`src/sv/npg_pkg.sv`:
```
// ----------------------------------------------------------------------------
// npg_pkg
// Shared types and constants of the note-preview gate.
// ----------------------------------------------------------------------------
package npg_pkg;

  localparam int MAX_NOTES_DEFAULT = 16;

  localparam logic [18:0] RATE_SPS_RESET = 19'd44100;
  localparam logic [15:0] FULL_LEVEL = 16'd32768;

  localparam logic [1:0] CMD_READ  = 2'd0;
  localparam logic [1:0] CMD_START = 2'd1;
  localparam logic [1:0] CMD_END   = 2'd2;

  localparam logic [1:0] KIND_NOTE = 2'd0;
  localparam logic [1:0] KIND_DONE = 2'd1;
  localparam logic [1:0] KIND_EOS  = 2'd2;

  typedef enum logic [2:0] {
    MODE_WAIT   = 3'd0,
    MODE_START  = 3'd1,
    MODE_CHANGE = 3'd2,
    MODE_ACTIVE = 3'd3,
    MODE_END    = 3'd4,
    MODE_FLUSH  = 3'd5,
    MODE_EOS    = 3'd6
  } mode_t;

  typedef enum logic [2:0] {
    ST_IDLE,
    ST_OFF,
    ST_ON,
    ST_DONE,
    ST_EOS
  } ctrl_state_t;

  typedef struct packed {
    logic  slot_free;
    logic  active_empty;
    logic  queued_empty;
    logic  active_last;
    logic  queued_last;
    mode_t mode;
  } npg_status_t;

  typedef struct packed {
    logic start_item;
    logic end_req;
    logic read_begin;
    logic emit_off;
    logic emit_on;
    logic emit_done;
    logic emit_eos;
  } npg_cmd_t;

endpackage

```
`src/sv/note_preview_gate_unit.sv`:
```
// A start or end transaction updates the gate's registers when it is accepted.
// A block read gives one result per cycle while the output is not stalled: as
// the mode asks, one off per sounding note, one on per queued note, then block
// done, or only end of stream; input ready is low until the last result is loaded.
// Reset clears mode to end of stream, the hold counter to no timeout and both lists.
// ----------------------------------------------------------------------------
// note_preview_gate_unit
// Note-preview gate: queues a chord, sounds it on block reads and times it out.
// ----------------------------------------------------------------------------
module note_preview_gate_unit #(
  parameter int MAX_NOTES = npg_pkg::MAX_NOTES_DEFAULT
) (
  input  logic               clk,
  input  logic               rst,
  input  logic               cfg_we,
  input  logic [18:0]        cfg_wdata,
  input  logic               in_valid,
  output logic               in_ready,
  input  logic [1:0]         cmd,
  input  logic [15:0]        block_samples,
  input  logic [6:0]         pitch,
  input  logic               has_pitch,
  input  logic               first_item,
  input  logic               last_item,
  input  logic signed [31:0] timeout,
  input  logic [15:0]        level,
  output logic               out_valid,
  input  logic               out_ready,
  output logic [1:0]         kind,
  output logic [6:0]         note_pitch,
  output logic [15:0]        note_volume,
  output logic [15:0]        done_samples,
  output logic               final_res
);
  import npg_pkg::*;

  npg_status_t status;
  npg_cmd_t    ctrl;

  npg_ctrl u_ctrl (
    .clk      (clk),
    .rst      (rst),
    .in_valid (in_valid),
    .in_ready (in_ready),
    .cmd      (cmd),
    .status   (status),
    .ctrl     (ctrl)
  );

  npg_datapath #(
    .MAX_NOTES (MAX_NOTES)
  ) u_datapath (
    .clk           (clk),
    .rst           (rst),
    .cfg_we        (cfg_we),
    .cfg_wdata     (cfg_wdata),
    .block_samples (block_samples),
    .pitch         (pitch),
    .has_pitch     (has_pitch),
    .first_item    (first_item),
    .last_item     (last_item),
    .timeout       (timeout),
    .level         (level),
    .ctrl          (ctrl),
    .status        (status),
    .out_valid     (out_valid),
    .out_ready     (out_ready),
    .kind          (kind),
    .note_pitch    (note_pitch),
    .note_volume   (note_volume),
    .done_samples  (done_samples),
    .final_res     (final_res)
  );

endmodule

```
`src/sv/npg_ctrl.sv`:
```
// ----------------------------------------------------------------------------
// npg_ctrl
// Sequencer that accepts commands and walks the note lists of a block read.
// ----------------------------------------------------------------------------
module npg_ctrl (
  input  logic                clk,
  input  logic                rst,
  input  logic                in_valid,
  output logic                in_ready,
  input  logic [1:0]          cmd,
  input  npg_pkg::npg_status_t status,
  output npg_pkg::npg_cmd_t    ctrl
);
  import npg_pkg::*;

  ctrl_state_t state;
  ctrl_state_t state_next;

  always_ff @(posedge clk) begin
    if (rst) begin
      state <= ST_IDLE;
    end else begin
      state <= state_next;
    end
  end

  always_comb begin
    state_next = state;
    case (state)
      ST_IDLE: begin
        if (in_valid && cmd == CMD_READ) begin
          case (status.mode)
            MODE_EOS: state_next = ST_EOS;
            MODE_START: state_next = status.queued_empty ? ST_DONE : ST_ON;
            MODE_CHANGE: begin
              if (!status.active_empty) begin
                state_next = ST_OFF;
              end else begin
                state_next = status.queued_empty ? ST_DONE : ST_ON;
              end
            end
            MODE_END: state_next = status.active_empty ? ST_DONE : ST_OFF;
            default: state_next = ST_DONE;
          endcase
        end
      end
      ST_OFF: begin
        if (status.slot_free && status.active_last) begin
          if (status.mode == MODE_CHANGE && !status.queued_empty) begin
            state_next = ST_ON;
          end else begin
            state_next = ST_DONE;
          end
        end
      end
      ST_ON: begin
        if (status.slot_free && status.queued_last) begin
          state_next = ST_DONE;
        end
      end
      ST_DONE, ST_EOS: begin
        if (status.slot_free) begin
          state_next = ST_IDLE;
        end
      end
      default: state_next = ST_IDLE;
    endcase
  end

  always_comb begin
    in_ready = 1'b0;
    ctrl = '0;
    case (state)
      ST_IDLE: begin
        in_ready = 1'b1;
        ctrl.start_item = in_valid && cmd == CMD_START;
        ctrl.end_req = in_valid && cmd == CMD_END;
        ctrl.read_begin = in_valid && cmd == CMD_READ;
      end
      ST_OFF: ctrl.emit_off = status.slot_free;
      ST_ON: ctrl.emit_on = status.slot_free;
      ST_DONE: ctrl.emit_done = status.slot_free;
      ST_EOS: ctrl.emit_eos = status.slot_free;
      default: ;
    endcase
  end

endmodule

```
`src/sv/npg_datapath.sv`:
```
// ----------------------------------------------------------------------------
// npg_datapath
// Mode, hold counter, pitch lists and the output register of the gate.
// ----------------------------------------------------------------------------
module npg_datapath #(
  parameter int MAX_NOTES = npg_pkg::MAX_NOTES_DEFAULT
) (
  input  logic                 clk,
  input  logic                 rst,
  input  logic                 cfg_we,
  input  logic [18:0]          cfg_wdata,
  input  logic [15:0]          block_samples,
  input  logic [6:0]           pitch,
  input  logic                 has_pitch,
  input  logic                 first_item,
  input  logic                 last_item,
  input  logic signed [31:0]   timeout,
  input  logic [15:0]          level,
  input  npg_pkg::npg_cmd_t     ctrl,
  output npg_pkg::npg_status_t  status,
  output logic                 out_valid,
  input  logic                 out_ready,
  output logic [1:0]           kind,
  output logic [6:0]           note_pitch,
  output logic [15:0]          note_volume,
  output logic [15:0]          done_samples,
  output logic                 final_res
);
  import npg_pkg::*;

  localparam int CNT_W = $clog2(MAX_NOTES + 1);
  localparam int IDX_W = (MAX_NOTES > 1) ? $clog2(MAX_NOTES) : 1;
  localparam logic [CNT_W-1:0] CNT_MAX = CNT_W'(MAX_NOTES);
  localparam logic [CNT_W-1:0] CNT_ONE = CNT_W'(1);

  logic [18:0]        rate_sps;
  mode_t              mode_reg;
  mode_t              mode_next;
  logic signed [32:0] countdown;
  logic signed [32:0] countdown_next;
  logic [15:0]        note_level;
  logic [6:0]         queued_pitches [MAX_NOTES];
  logic [6:0]         active_pitches [MAX_NOTES];
  logic [CNT_W-1:0]   queued_count;
  logic [CNT_W-1:0]   active_count;
  logic [CNT_W-1:0]   idx;
  logic [15:0]        samples;

  logic [CNT_W-1:0]   queue_base;
  logic               do_append;
  logic               emit;
  logic               copy_done;
  mode_t              mode_mid;
  logic signed [32:0] count_mid;
  logic signed [32:0] count_sub;

  assign queue_base = first_item ? '0 : queued_count;
  assign do_append = ctrl.start_item && has_pitch && (queue_base < CNT_MAX);
  assign emit = ctrl.emit_off || ctrl.emit_on || ctrl.emit_done || ctrl.emit_eos;
  assign copy_done = ctrl.emit_done && (mode_reg == MODE_START || mode_reg == MODE_CHANGE);

  assign status.slot_free = !out_valid || out_ready;
  assign status.active_empty = active_count == '0;
  assign status.queued_empty = queued_count == '0;
  assign status.active_last = (idx + CNT_ONE) == active_count;
  assign status.queued_last = (idx + CNT_ONE) == queued_count;
  assign status.mode = mode_reg;

  always_comb begin
    mode_mid = mode_reg;
    count_mid = countdown;
    case (mode_reg)
      MODE_START, MODE_CHANGE: mode_mid = MODE_ACTIVE;
      MODE_END: begin
        mode_mid = MODE_FLUSH;
        count_mid = {13'd0, rate_sps, 1'b0};
      end
      default: ;
    endcase
    count_sub = count_mid - $signed({17'd0, samples});
    mode_next = mode_mid;
    countdown_next = count_mid;
    if (!count_mid[32]) begin
      countdown_next = count_sub;
      if (count_sub[32]) begin
        if (mode_mid == MODE_ACTIVE) begin
          mode_next = MODE_END;
        end else if (mode_mid == MODE_FLUSH) begin
          mode_next = MODE_EOS;
        end
      end
    end
  end

  always_ff @(posedge clk) begin
    if (rst) begin
      rate_sps <= RATE_SPS_RESET;
      mode_reg <= MODE_EOS;
      countdown <= '1;
      note_level <= FULL_LEVEL;
      queued_count <= '0;
      active_count <= '0;
      idx <= '0;
      out_valid <= 1'b0;
    end else begin
      if (cfg_we) begin
        rate_sps <= cfg_wdata;
      end
      if (ctrl.start_item) begin
        queued_count <= do_append ? queue_base + CNT_ONE : queue_base;
        if (last_item) begin
          countdown <= {timeout[31], timeout};
          note_level <= (level > FULL_LEVEL) ? FULL_LEVEL : level;
          case (mode_reg)
            MODE_WAIT, MODE_FLUSH, MODE_EOS: mode_reg <= MODE_START;
            MODE_END, MODE_ACTIVE, MODE_CHANGE: mode_reg <= MODE_CHANGE;
            default: ;
          endcase
        end
      end
      if (ctrl.end_req) begin
        case (mode_reg)
          MODE_START: mode_reg <= MODE_WAIT;
          MODE_ACTIVE, MODE_CHANGE: mode_reg <= MODE_END;
          default: ;
        endcase
      end
      if (ctrl.emit_done) begin
        mode_reg <= mode_next;
        countdown <= countdown_next;
      end
      if (copy_done) begin
        active_count <= queued_count;
      end
      if (ctrl.read_begin) begin
        idx <= '0;
      end else if (ctrl.emit_off) begin
        idx <= status.active_last ? '0 : idx + CNT_ONE;
      end else if (ctrl.emit_on) begin
        idx <= idx + CNT_ONE;
      end
      if (emit) begin
        out_valid <= 1'b1;
      end else if (out_ready) begin
        out_valid <= 1'b0;
      end
    end
  end

  always_ff @(posedge clk) begin
    if (do_append) begin
      queued_pitches[queue_base[IDX_W-1:0]] <= pitch;
    end
    if (ctrl.emit_on) begin
      active_pitches[idx[IDX_W-1:0]] <= queued_pitches[idx[IDX_W-1:0]];
    end
    if (ctrl.read_begin) begin
      samples <= block_samples;
    end
    if (emit) begin
      kind <= KIND_NOTE;
      note_pitch <= '0;
      note_volume <= '0;
      done_samples <= '0;
      final_res <= 1'b0;
      if (ctrl.emit_off) begin
        note_pitch <= active_pitches[idx[IDX_W-1:0]];
      end else if (ctrl.emit_on) begin
        note_pitch <= queued_pitches[idx[IDX_W-1:0]];
        note_volume <= note_level;
      end else if (ctrl.emit_done) begin
        kind <= KIND_DONE;
        done_samples <= samples;
        final_res <= 1'b1;
      end else begin
        kind <= KIND_EOS;
        final_res <= 1'b1;
      end
    end
  end

endmodule

```
`config.mk`:
```
export PLATFORM = sky130hd
export DESIGN_NAME = note_preview_gate_unit
export DESIGN_NICKNAME = d
export VERILOG_FILES = /design/src/sv/npg_pkg.sv /design/src/sv/note_preview_gate_unit.sv /design/src/sv/npg_ctrl.sv /design/src/sv/npg_datapath.sv
export SDC_FILE = /design/constraint.sdc
export NUM_CORES = 1
export LEC_CHECK = 0
export BUFFER_PORTS_ARGS = -buffer_cell sky130_fd_sc_hd__buf_2
export CORE_MARGIN = 1.5
export CORE_UTILIZATION = 50
export DETAILED_ROUTE_END_ITERATION = 8
export GPL_TIMING_DRIVEN = 1
export MAX_ROUTING_LAYER = met4
export PLACE_DENSITY = 0.71
export SLEW_MARGIN = 40
export SYNTH_ARGS = -nofsm -noshare
export SYNTH_HDL_FRONTEND = slang
export SYNTH_HIERARCHICAL = 1
export SYNTH_SLANG_ARGS = --single-unit
```
`constraint.sdc`:
```
create_clock -name clk -period 4.16 [get_ports clk]
set_clock_uncertainty 0.05 [all_clocks]
set_input_delay 0.832 -clock clk [delete_from_list [all_inputs] [get_ports clk]]
set_output_delay 0.832 -clock clk [all_outputs]
set_load 0.01 [all_outputs]
```
==> results.yml <==
grt:
  grt_use_total_pct: 23.9
  antenna_found_initial: 1
  grt_max_degree: 44
  overflow: 0
  grt_pass1_vias: 10584
  grt_pass1_wl_um: 60700
synth:
  ys_top_cells_by_area: "edfxtp_1 51%, dfxtp_1 11%, mux4_2 9.4%"
  syn_area_per_cell_um2: 13.4
  synth-edff-count: 282
  synthFlopType: "edfxtp_1"
  yosysMostFrequentCell: "edfxtp_1"
  yosys.area.top_type_share_pct: 50.7
  yosys_register_bits: 376
  seq_area_frac_synth_pct: 62.0
  synthCells: 1251
  ys_types: 78
  async_flop_share_pct: 0
  synth_common_cells: "282 x edfxtp_1, 133 x nand2_1, 97 x nor2_1"
  yosysWarnings: 6
  synth_fp_nets: 1377
  synth_top_cell_by_area: "edfxtp_1"
  syn_area_um2: 16700
floorplan:
  dieArea_um2: 34500
  die_h_um: 186
  io_pins: 144
  start_util_pct: 51.1
  coreArea_um2: 32700
  dieWidth_um: 186
  rows: 66
layout:
  fillers: 2587
  nNetsFinal: 1537
  regArea_um2: 10400
  drive_gt1_share_pct: 23.7
  syn_to_final_growth_pct: 15.8
  stdcell_area_um2: 19300
  multi_input_area_um2: 5930
  stdcell_count: 1884
place:
  portBuffers: 143
  dpl_cell_area_um2: 18100
  dp_cells: 1808
  gp_congestion: 0.907
  place_hpwl_um: 26900
  pre_cts_ws_ns: 0.198
timing:
  fin_setup_tns_ns: 0
  fin_crit_ns: 3.86
  setup_viol: 0
  max_freq_mhz: 259
  rsz0062_at_grt: "false"
  slew_violations: 0
  worstMarginPinSlew_ns: 0.832
  timing.hold.ws_ns: 0.397
  post-route-period-util_pct: 92.8
  slew-limit-headroom_pct: 44.5
  timing.final.ws_setup_ns: 0.300
  final-hold-violation-count: 0
clock_network:
  cts_buffers: 40
  cts-root-buf: "clkbuf_16"
  clk_path_buf_depth: 3
  clk_latency_ns: 0.53
  cts_tree: "done"
  clkSinkCount: 376
  hold_buffers: 0
  cts.htree.levels: 2
  cts.clk_slew.worst_paths_ns: 0.06
worst_setup_path:
  r2r_start: "u_datapath/mode_reg[0]"
  worstPathRequired_ns: 4.48
  r2r_setup_slack_ns: 0.30
  worstSetupStartpointType: "flip-flop"
  crit_path_end: "u_datapath/mode_reg[2]"
  crit_path_end_kind: "flip-flop"
  rr_endpoint: "u_datapath/mode_reg[2]"
  startpoint: "u_datapath/mode_reg[0]"
  crit_type: "reg2reg"
  reg2regPathDepth: 15
  cp_max_fo: 10
  worstPathArrival_ns: 4.18
drt:
  ant_nets: 0
  drt-total-wl_um: 39500
  drtIter0Drc: 992
  wl_per_cell_um: 20.9
  vias_per_cell: 5.90
  first_pass_iters: 5
  drcViolationCount: 0
  route.vias.total: 11114
hold_path:
  min_path_type: "reg2reg"
job:
  drv_cap: 0
power_and_ir_drop:
  power_density_nw_per_um2: 473
  vdd_ir_drop_max_v: 0.000295
  leakagePower_nw: 6.99
status:
  status: "finished, final reports clean"
worst min path at each step:
stage | startpoint | to | slack (ns) | cells after the start
floorplan | u_datapath/countdown[1] | u_datapath/countdown[1] | 0.37 | 2
global placement | u_datapath/note_level[6] | u_datapath/note_level[6] | 0.38 | 2
detailed placement | u_datapath/note_level[6] | u_datapath/note_level[6] | 0.39 | 2
CTS | u_datapath/note_level[6] | u_datapath/note_level[6] | 0.40 | 2
global route | block_samples[8] | u_datapath/samples[8] | 0.40 | 1
finish | u_datapath/note_level[12] | u_datapath/note_level[12] | 0.40 | 2
per-layer routing:
layer	global-route usage [%]	part of all wire (%)	vias up
li1	-	-	5092
met1	33.3	44	5524
met2	37.1	48	443
met3	3.99	7.3	55
met4	5.16	1.3	0
met5	-	0	-
stage by stage:
step,total power [mW],util (%)
3_3_place_gp,5.80,55.2
2_1_floorplan,5.33,-
5_1_grt,9.51,59.1
4_1_cts,9.19,59.0
3_5_place_dp,5.82,55.2
6_report,9.14,59.2
cells by family (layout without fill, tap and decap cells):
family          count (synthesis)  in the layout  synth area share (%)
xor+xnor                       34             34                  1.78
mux                           103            103                  11.4
flops                         376            376                  62.0
fa+ha+maj                      27             27                  2.05
other cells                     0              2                     0
simple gates                  400            400                  11.6
compound gates                200            200                  8.43
buf+inv                       111            300                  2.75
report_power, final:
part / internal, mW / switching (mW)
logic: 0.565 / 0.802
registers: 4.28 / 0.117
clock network: 1.97 / 1.41
critical path, stage by stage, from the launching register on:
cell      delay, ns
dfxtp_1        0.41
or3b_4         0.51
nand2_1        0.10
ha_1           0.16
inv_1          0.06
fa_1           0.44
a211oi_1       0.23
nor2_1         0.13
o211ai_1       0.38
nand2_2        0.17
nor2_2         0.17
nand2_1        0.08
ha_1           0.34
nor4b_1        0.16
o21ai_0        0.16
o311ai_0       0.14
layout by cell type, fill, tap and decap left out, types with 9 or more instances in the layout:
cell / netlist / routed
a21oi_1: 45 / 44
ha_1: 25 / 25
nand2b_1: 12 / 12
and3_1: 28 / 28
and2_1: 17 / 17
dfxtp_1: 94 / 91
o21ai_0: 34 / 34
edfxtp_1: 282 / 282
a22oi_1: 18 / 18
mux2i_1: 33 / 33
nand3_1: 19 / 19
mux4_2: 70 / 70
nand2_1: 133 / 132
buf_2: 7 / 143
a21o_1: 10 / 10
buf_4: 3 / 44
xor2_1: 15 / 15
inv_1: 39 / 38
nor3_1: 32 / 31
clkbuf_16: 0 / 41
xnor2_1: 19 / 19
o22ai_1: 9 / 9
clkbuf_1: 50 / 11
nor2_1: 97 / 97
final cells by class:
cell class,count,share of cell area (%)
flip-flops and latches,376,53.6
multi-input cells,764,30.7
repair buffers,190,5.72
clock buffers,54,5.66
well taps,442,2.86
clock inverters,17,0.770
inverters,39,0.757
diodes,2,0.0259
repair_timing:
action,CTS,global route
buffers inserted,0,2
endpoints found under the setup margin,0,2
resized for setup,0,1
hold endpoints to repair,0,0
Power figures use the tool's default switching activity.
